`config.mk`:
```
export PLATFORM = sky130hd
export DESIGN_NAME = tcw_ctrl
export DESIGN_NICKNAME = d
export VERILOG_FILES = /design/src/sv/tcw_pkg.sv /design/src/sv/tcw_ctrl.sv
export SDC_FILE = /design/constraint.sdc
export NUM_CORES = 1
export LEC_CHECK = 0
export BUFFER_PORTS_ARGS = -buffer_cell sky130_fd_sc_hd__buf_2
export CORE_AREA = 2 2 39 41
export CTS_CLUSTER_SIZE = 10
export DETAILED_ROUTE_END_ITERATION = 7
export DIE_AREA = 0 0 41 43
export SLEW_MARGIN = 10
export SYNTH_ARGS = -nofsm -noshare
export SYNTH_HDL_FRONTEND = slang
export SYNTH_SLANG_ARGS = --single-unit
```
`constraint.sdc`:
```
create_clock -name clk -period 1.8 [get_ports clk]
set_clock_uncertainty 0.15 [all_clocks]
set_input_delay 0.09 -clock clk [delete_from_list [all_inputs] [get_ports clk]]
set_output_delay 0.09 -clock clk [all_outputs]
set_load 0.005 [all_outputs]
```
`src/sv/tcw_pkg.sv`:
```
// Package for the text console writer: field widths, command and character codes,
// and the command and status types between controller and datapath.
// Depends on nothing; every other file of the block but tcw_ram imports it.
package tcw_pkg;

    localparam int CMD_W       = 3;
    localparam int CHAR_W      = 8;
    localparam int PORT_ADDR_W = 11;
    localparam int CELL_W      = 16;
    localparam int COLOR_W     = 4;
    localparam int CFG_INDEX_W = 1;

    typedef enum logic [CMD_W-1:0] {
        CMD_WRITE_CHAR = 3'd0,
        CMD_UP         = 3'd1,
        CMD_DOWN       = 3'd2,
        CMD_LEFT       = 3'd3,
        CMD_RIGHT      = 3'd4,
        CMD_CLEAR      = 3'd5,
        CMD_READ       = 3'd6,
        CMD_NOP        = 3'd7
    } cmd_t;

    typedef enum logic [CFG_INDEX_W-1:0] {
        CFG_FG_COLOR = 1'b0,
        CFG_BG_COLOR = 1'b1
    } cfg_index_t;

    localparam logic [CHAR_W-1:0] CHAR_BACKSPACE      = 8'd8;
    localparam logic [CHAR_W-1:0] CHAR_TAB            = 8'd9;
    localparam logic [CHAR_W-1:0] CHAR_NEWLINE        = 8'd10;
    localparam logic [CHAR_W-1:0] CHAR_RETURN         = 8'd13;
    localparam logic [CHAR_W-1:0] CHAR_BLANK          = 8'h20;
    localparam logic [CHAR_W-1:0] CHAR_LAST_PRINTABLE = 8'h7F;

    localparam logic [CELL_W-1:0] RESET_CELL = 16'h0020;

    typedef enum logic [2:0] {
        OP_NONE,
        OP_EXEC,
        OP_INIT,
        OP_CLEAR,
        OP_SCROLL,
        OP_BLANK,
        OP_READ_OUT
    } dp_op_t;

    typedef enum logic [1:0] {
        PTR_KEEP,
        PTR_FIRST_CELL,
        PTR_SECOND_ROW,
        PTR_LAST_ROW
    } ptr_load_t;

    typedef struct packed {
        dp_op_t    op;
        ptr_load_t ptr_load;
        logic      out_load;
    } dp_ctrl_t;

    typedef struct packed {
        logic out_busy;
        logic sweep_done;
        logic need_scroll;
        logic is_clear;
        logic is_read;
    } dp_status_t;

endpackage

```
`src/sv/tcw_ctrl.sv`:
```
// Controller of the text console writer: sequences item execution, memory sweeps
// and result loading. Depends on tcw_pkg.
module tcw_ctrl (
    input  logic                clk,
    input  logic                rst_n,
    input  logic                item_valid,
    output logic                item_ready,
    input  tcw_pkg::dp_status_t status,
    output tcw_pkg::dp_ctrl_t   ctrl
);
    import tcw_pkg::*;

    typedef enum logic [2:0] {
        S_INIT,
        S_IDLE,
        S_READ,
        S_CLEAR,
        S_SCROLL,
        S_BLANK
    } state_t;

    state_t state_reg;
    state_t state_next;

    always_comb
    begin
        state_next = state_reg;
        item_ready = 1'b0;
        ctrl.op       = OP_NONE;
        ctrl.ptr_load = PTR_KEEP;
        ctrl.out_load = 1'b0;
        case (state_reg)
            S_INIT:
            begin
                ctrl.op = OP_INIT;
                if (status.sweep_done)
                begin
                    state_next = S_IDLE;
                end
            end
            S_IDLE:
            begin
                item_ready = !status.out_busy;
                if (item_valid && !status.out_busy)
                begin
                    ctrl.op = OP_EXEC;
                    if (status.need_scroll)
                    begin
                        ctrl.ptr_load = PTR_SECOND_ROW;
                        state_next    = S_SCROLL;
                    end
                    else if (status.is_clear)
                    begin
                        ctrl.ptr_load = PTR_FIRST_CELL;
                        state_next    = S_CLEAR;
                    end
                    else if (status.is_read)
                    begin
                        state_next = S_READ;
                    end
                    else
                    begin
                        ctrl.out_load = 1'b1;
                    end
                end
            end
            S_READ:
            begin
                ctrl.op       = OP_READ_OUT;
                ctrl.out_load = 1'b1;
                state_next    = S_IDLE;
            end
            S_CLEAR:
            begin
                ctrl.op = OP_CLEAR;
                if (status.sweep_done)
                begin
                    ctrl.out_load = 1'b1;
                    state_next    = S_IDLE;
                end
            end
            S_SCROLL:
            begin
                ctrl.op = OP_SCROLL;
                if (status.sweep_done)
                begin
                    ctrl.ptr_load = PTR_LAST_ROW;
                    state_next    = S_BLANK;
                end
            end
            S_BLANK:
            begin
                ctrl.op = OP_BLANK;
                if (status.sweep_done)
                begin
                    ctrl.out_load = 1'b1;
                    state_next    = S_IDLE;
                end
            end
            default:
            begin
                state_next = S_INIT;
            end
        endcase
    end

    always_ff @(posedge clk or negedge rst_n)
    begin
        if (!rst_n)
        begin
            state_reg <= S_INIT;
        end
        else
        begin
            state_reg <= state_next;
        end
    end

    a_read_result_next: assert property (@(posedge clk) disable iff (!rst_n)
        (item_valid && item_ready && status.is_read) |=> ctrl.out_load)
        else $error("Read transaction did not load its result in the next cycle.");

    a_scroll_then_blank: assert property (@(posedge clk) disable iff (!rst_n)
        (state_reg == S_SCROLL && status.sweep_done) |=> state_reg == S_BLANK)
        else $error("Scroll copy did not continue with blanking the last row.");

    a_no_accept_in_init: assert property (@(posedge clk) disable iff (!rst_n)
        (state_reg == S_INIT) |-> !item_ready)
        else $error("Transaction accepted during the initial fill.");
endmodule

```
# [Word level (Yosys, flattened, before mapping)]
# Cells that the tools add are included.
[word_totals] ff_bits=3 inputBits=8 out_inout_bits=7 wordCells=35
[classes] eq_ne=9 muxes=19 reduce_logical=6
[ops] op="two-way mux 3 bit" n=6
[ops] op="case mux 3 bit (6 select lines)" n=1
[ops] op="case mux 3 bit (4 select lines)" n=1
[ops] op="== test 3 x 2 -> 1 bit (second input constant)" n=2
[ops] op="== test 3 bit (second input constant)" n=2
[ops] op="two-way mux 1 bit" n=6
[ops] op="two-way mux 2 bit" n=2
[ops] op="two-way mux 4 bit" n=1
[ops] op="!= test 2 bit (second input constant)" n=2
[ops] op="!= test 4 bit (second input constant)" n=1
[ops] op="case mux 2 bit (2 select lines)" n=1
[ops] op="AND reduction 4 bit" n=1
[ops] op="== test 3 x 1 -> 1 bit (second input constant)" n=1
[ops] op="zero test 3 bit" n=1
[ops] op="case mux 1 bit (3 select lines)" n=1
[ops] op="OR reduction 3 bit" n=1
[ops] op="!= test 2 x 1 -> 1 bit (second input constant)" n=1
[ops] op="OR reduction 2 bit" n=1
[ops] op="logical AND 1 bit" n=1
[ops] op="zero test 1 bit" n=1

# [Longest topological paths before layout]
# Gate-level depths: netlist (run 1).
[logic_depth] word_depth=5 depth_mapped=4

# [Worst setup path before layout (run 1)]
# No wires, ideal clock.
[synth_path] path_kind="register to register" from="register state_reg[1]" to="register state_reg[0]" setup_time_ns=0.140 t_arrival_ns=0.994 t_required_ns=1.510 slack_ns=0.515 stages_incl_launch_ff=4 n_path_buf=0 synth_period_minus_slack_ns=1.285 path_cell_list="dfrtp_1 or3b_1 o221ai_2 o211ai_1"
[synth_via] elab_chain_len=4 elab_cells_between_ends=13
[synth_rtl] item="start: declaration" line_no="tcw_ctrl.sv:22" source="state_t state_reg;"
[synth_rtl] item="start signal: assignment" line_no="tcw_ctrl.sv:115" source="state_reg <= state_next;"
[synth_rtl] item="== test 3 bit (tied with other cells)" line_no="tcw_ctrl.sv:32" source="case (state_reg)"
[synth_rtl] item="OR reduction 3 bit (no line)"
[synth_rtl] item="!= test 2 x 1 -> 1 bit (no line)"
[synth_rtl] item="AND reduction 4 bit (no line)"
# Parallel ways exist; a longest one is shown, timed or not.
# A chain may end at the register's enable or synchronous reset.

==> metrics.md, run 1 <==
| Metric | Value |
|---|---|
| Most frequent cells in the layout | buf_2 (14), nand2_1 (8), nor2_1 (4), a21oi_1 (4), clkbuf_4 (3) |
| Max_slew headroom | 0.790 |
| Die area | between 0.0015 and 0.002 sq mm |
| RSZ-0062 raised after global routing | no |
| Register-to-register path setup slack | 370 ps |
| Number of synthesized register bits | 3 |
| Row count | 14 |
| Initial drt markers | 3 |
| Hold crit path type | input pin to async pin |
| Worst r2r src | state_reg[2] |
| Residual DRC | 0 |
| Crit-path leading delay family | flip-flops |
| Power Density | 1080 mW/mm^2 |
| CP startpoint kind | flop |
| Number of max-cap violations | 0 |
| Detailed Route WL | 816 um |
| Crit path to | ctrl[2] |
| Minimum clock period | 1680 ps |
| Highest clock rate | a little under 0.6 GHz |
| Buf/Inv on CP | 1 |
| Slew @ Worst Pin | 315 ps |
| Ant. Diodes | 0 |
| Clk pin slew, worst setup/hold paths | 40 ps |
| TNS Setup | 0 ps |
| Vias in the first global route | 323 |
| Clk_lat worst skew | roughly 230 ps |
| FF/Latch Area | 76.3 sq um |
| Area growth, synth to finish | 31.6% |
| Die Ht | 43 um |
| Final Slew Violations | 0 |
| Crit Path Max Fanout | 12 |
| WP data arrival | 1440 ps |
| Critical path depth | 4 |
| Crit path cell chain | and2b_1 -> nand3_1 -> a21oi_1 -> buf_2 |
| Crit share post-route | 0.932 |
| Initial antenna violation count | 0 |
| Gr busiest metal | met2 |
| Area taken by multi-input logic gates | about 250 sq um |
| Syn nets | 56 |
| Clock buffer depth | 2 |
| TritonRoute pass-1 iters | 4 |
| Final hold vios | 0 |
| Crit Reg-Reg Endpoint | state_reg[0] |
| Warnings from Yosys | 0 |
| Peak VDD IR | about 0.00037 V |
| First-pass GRT wire length | 1.26 mm |
| Met1 usage | 0.139 |
| Largest net degree at the start of global routing | 13 |
| Via/cell ratio | 4.91 |
| Distinct cells, synth | 30 |
| GPL Wtd Cong | roughly 0.71 |
| I/O Pins | 15 |
| CTS tree | yes |
| Buffers on Ports | 14 |
| Syn Inst Count | 48 |
| Worst Path Required | 1560 ps |
| Initial core utilization | 0.258 |
| Status | completed |
| Finished Layout Cells | 80 |
| Leakage | 0.211 nW |
| Average size of a mapped cell | 7.43 sq um |
| Sequential fraction of the synthesis area | 0.211 |
| CP max-delay cell | dfrtp_1 |
| Via count | 393 |
| Final #Nets | 73 |
| Commonest non-fill, non-tap cell in the layout | buf_2 |
| R2R cell count | 3 |
| Slowest stage delay, CP | 480 ps |
| Drt wl/cell | 10.2 um |
| Met2 usage | 0.141 |
| Max reg flops | 3 |
| Inst Count DP | 75 |
| Die width | 41 um |
| Critical Path End Type | output pin |
| Post-DP HPWL | around 610 um |
| Fill cell count | 170 |
| Share of cells above drive strength 1 | 0.359 |
| Post-CTS Setup Bufs | 0 |
| Core area | 0.00138 sq mm |
| Met3 global-route usage | 0.0157 |
| Critical Path Source | state_reg[2] |
| CTS buffer count | 3 |
| Worst Path Class, Setup | flop to output pin |
| Number of clock sinks | 3 |
| H-tree Lvls | 1 |
| Final ANT Viol Nets | 0 |
| GR Overflow Total | 0 |
| Post-Synthesis Cell Area | 357 sq um |
| Root buf cell | clkbuf_4 |
| Global Route Usage Sum | 0.101 |
| Final setup fails | 0 |
| Final core occ | 0.339 |
[stage by stage]
stage	total power [W]	hold WS (ps)	setup slack, ps	cell area (sq um)
final	0.000508	29.2	123	469
after global routing	0.000565	23.6	8.15	469
after CTS	0.000521	17.3	61.9	468
after detailed placement	0.000396	-262	325	432
after global placement	0.000395	-263	350	432
after floorplan	0.000322	-356	515	357
[final cells by class]
cell class              instances  area share
repair buffers                 16       0.187
inverters                       2      0.0160
well taps                      16      0.0427
clock buffers                   4      0.0560
multi-input cells              39       0.536
flip-flops and latches          3       0.163
[synth_stat cells, drive strengths merged]
cell    number  area, sq um
nand3b       1         7.51
o22ai        1         6.26
or3b         1         8.76
buf          3         17.5
and4bb       1         12.5
inv          2         7.50
nand2        8         30.0
o311ai       1         8.76
clkbuf       1         5.00
dfrtp        3         75.1
o21a         1         7.51
a31oi        1         6.26
a21oi        4         20.0
or3          2         12.5
nor3         1         5.00
nand4b       1         8.76
a32oi        1         8.76
o221ai       1         15.0
nand3        1         5.00
nor2         4         15.0
o211ai       1         7.51
nand2b       1         6.26
and2b        1         7.51
nor3b        1         7.51
nor4b        1         15.0
a21boi       1         7.51
nor4bb       1         10.0
nor2b        2         12.5
[cell families after synthesis]
group	Yosys count	synth area share
buffers and inverters	6	0.0842
DFF	3	0.211
AOI/OAI and AO/OA	12	0.246
and+or+nand+nor	27	0.460
[worst min-delay path by stage]
| stage | start | to | slack [ps] | cells after the start |
|---|---|---|---|---|
| 3_5_place_dp | rst_n | state_reg[0] | -260 | 1 |
| 4_1_cts | rst_n | state_reg[0] | 20 | 2 |
| 3_3_place_gp | rst_n | state_reg[0] | -260 | 1 |
| 2_1_floorplan | rst_n | state_reg[0] | -360 | 0 |
| 6_report | rst_n | state_reg[0] | 30 | 2 |
| 5_1_grt | rst_n | state_reg[0] | 20 | 2 |
[where the power goes]
part	internal (W)	total (W)	leakage, nW	switching, W
Combinational	0.000136	0.000251	0.160	0.000115
Clock	0.0000829	0.000115	0.0150	0.0000318
Sequential	0.0000883	0.000142	0.0361	0.0000538
[routing by layer]
layer / up-vias / wire length (um)
met5: - / 0
met4: 0 / 0
met3: 0 / 58
met2: 13 / 368
met1: 171 / 388
li1: 209 / -
[repair_timing]
item / in CTS / in global routing
endpoints found under the hold margin: 3 / 0
endpoints found under the setup margin: 0 / 1
hold buffers: 1 / 0
gates resized for setup: 0 / 1
Note: power is estimated with default switching activity, not from simulation.
==> inputs of run 2 (changes only) <==
Settings changed: MAX_ROUTING_LAYER set to met4.
==> run 2 against run 1 <==
Combinational power is essentially flat. Global-route usage grew 0.25 points. Critical endpoint unchanged. Critical path type unchanged. Critical path depth is the same. Cell count unchanged.
==> metrics.md, run 2 (synthesis gave the netlist of run 1 again) <==
| Metric | Value |
|---|---|
| Via count | 393 (unchanged) |
| Initial drt markers | 3 (unchanged) |
| Power Density | 1080 mW/mm^2 (about the same) |
| Buf/Inv on CP | 1 (unchanged) |
| GR Overflow Total | 0 (unchanged) |
| Global Route Usage Sum | 0.103 (+0.00249) |
| Core area | 0.00138 sq mm (unchanged) |
| WHS | 29.2 ps (unchanged) |
| Clk_lat worst skew | 230 ps (about the same) |
| Minimum clock period | 1680 ps (-0.478 ps) |
| Die Ht | 43 um (unchanged) |
| Die area | 0.00176 sq mm (unchanged) |
| Crit-path leading delay family | flip-flops |
| Area growth, synth to finish | 31.6% (unchanged) |
| Final #Nets | 73 (unchanged) |
| TNS Setup | 0 ps (unchanged) |
| Final Slew Violations | 0 (unchanged) |
| Root buf cell | clkbuf_4 |
| First-pass GRT wire length | 1.26 mm (unchanged) |
| Slew @ Worst Pin | 318 ps (+2.82 ps) |
| WP data arrival | 1440 ps (about the same) |
| Vias in the first global route | 323 (unchanged) |
| Post-DP HPWL | 611 um (unchanged) |
| H-tree Lvls | 1 (unchanged) |
| GPL Wtd Cong | 0.718 (+1.1%) |
| Initial antenna violation count | 0 (unchanged) |
| CP max-delay cell | dfrtp_1 |
| Max reg flops | 3 (unchanged) |
| Die width | 41 um (unchanged) |
| Number of clock sinks | 3 (unchanged) |
| Commonest non-fill, non-tap cell in the layout | buf_2 |
| Final setup fails | 0 (unchanged) |
| Most frequent cells in the layout | buf_2 (14), nand2_1 (8), nor2_1 (4), a21oi_1 (4), clkbuf_4 (3) |
| Crit path cell chain | and2b_1 -> nand3_1 -> a21oi_1 -> buf_2 |
| Clk pin slew, worst setup/hold paths | 40 ps (about the same) |
| Row count | 14 (unchanged) |
| TritonRoute pass-1 iters | 3 (-1) |
| Detailed Route WL | 820 um (+0.49%) |
| Hold crit path type | input pin to async pin |
| Final core occ | 0.339 (unchanged) |
| Initial core utilization | 0.258 (unchanged) |
| Post-CTS Setup Bufs | 0 (unchanged) |
| I/O Pins | 15 (unchanged) |
| Ant. Diodes | 0 (unchanged) |
| Largest net degree at the start of global routing | 13 (unchanged) |
| CTS tree | yes |
| Worst Path Required | 1560 ps (about the same) |
| Drt wl/cell | 10.3 um (+0.49%) |
| Clock buffer depth | 2 (unchanged) |
| Max_slew headroom | 0.788 (-0.00188) |
| Via/cell ratio | 4.91 (unchanged) |
| Highest clock rate | 0.596 GHz (about the same) |
| CP startpoint kind | flop |
| Residual DRC | 0 (unchanged) |
| Slowest stage delay, CP | 480 ps (about the same) |
| Buffers on Ports | 14 (unchanged) |
| Peak VDD IR | 0.000366 V (-0.21%) |
| Critical Path End Type | output pin |
| Share of cells above drive strength 1 | 0.359 (unchanged) |
| Final hold vios | 0 (unchanged) |
| Final ANT Viol Nets | 0 (unchanged) |
| Leakage | 0.211 nW (unchanged) |
| CTS buffer count | 3 (unchanged) |
| Crit share post-route | 0.932 (about the same) |
| Worst Path Class, Setup | flop to output pin |
| Crit Path Max Fanout | 12 (unchanged) |
| Number of max-cap violations | 0 (unchanged) |
| Status | completed |
| RSZ-0062 raised after global routing | no |
## run 2: cell counts in the layout (fill, tap and decap cells not counted)
No cell type changed its count.
## run 2: through the flow
step / total power, W / cell area [sq um] / std cells / setup slack [ps]
after global placement: 0.000395 / 432 / 75 / 350
after floorplan: 0.000322 / 357 / 48 / 515
after CTS: 0.000521 / 468 / 80 / 61.9
after detailed placement: 0.000396 / 432 / 75 / 325
after global routing: 0.000565 / 469 / 80 / 8.15
final: 0.000507 / 469 / 80 / 123
## run 2: worst register-to-register path: cells and delay by family (launching register included)
family          cells  cell delay [ps]
compound gates      2              230
simple gates        1              420
flops               1              480
## run 2: area by class of cell
| class | instances | area, sq um |
|---|---|---|
| Clock buffer | 4 | 26.3 |
| Fill cell | 170 | 915 |
| Inverter | 2 | 7.51 |
| Multi-Input combinational cell | 39 | 251 |
| Sequential cell | 3 | 76.3 |
| Tap cell | 16 | 20.0 |
| Timing Repair Buffer | 16 | 87.6 |
## run 2: timing repair
action                                 4_1_cts  5_1_grt
endpoints found under the hold margin        3        0
resized for setup                            0        1
setup endpoints to repair                    0        1
hold buffers                                 1        0
## run 2: routing by layer
metal	GRT usage	wire [um]
met1	0.139	389
met5	-	0
met3	0.0157	60
met2	0.141	370
met4	0.0600	0
## run 2: worst paths after layout
path,endpoint,cells after the start,from,slack (ps)
setup / recovery,ctrl[2],4,state_reg[2],120
hold / removal,state_reg[0],2,rst_n,30
setup reg to reg,state_reg[0],3,state_reg[2],370
hold reg to reg,state_reg[2],2,state_reg[2],550
max in group asynchronous,state_reg[1],2,rst_n,1350
min in group clk,state_reg[2],3,status[2],50
## run 2: power breakdown
part           internal, W  total (W)  switching (W)  leakage (nW)
combinational     0.000136   0.000251       0.000115         0.160
clock            0.0000829   0.000115      0.0000318        0.0150
sequential       0.0000883   0.000142      0.0000538        0.0361
total             0.000307   0.000507       0.000200         0.211
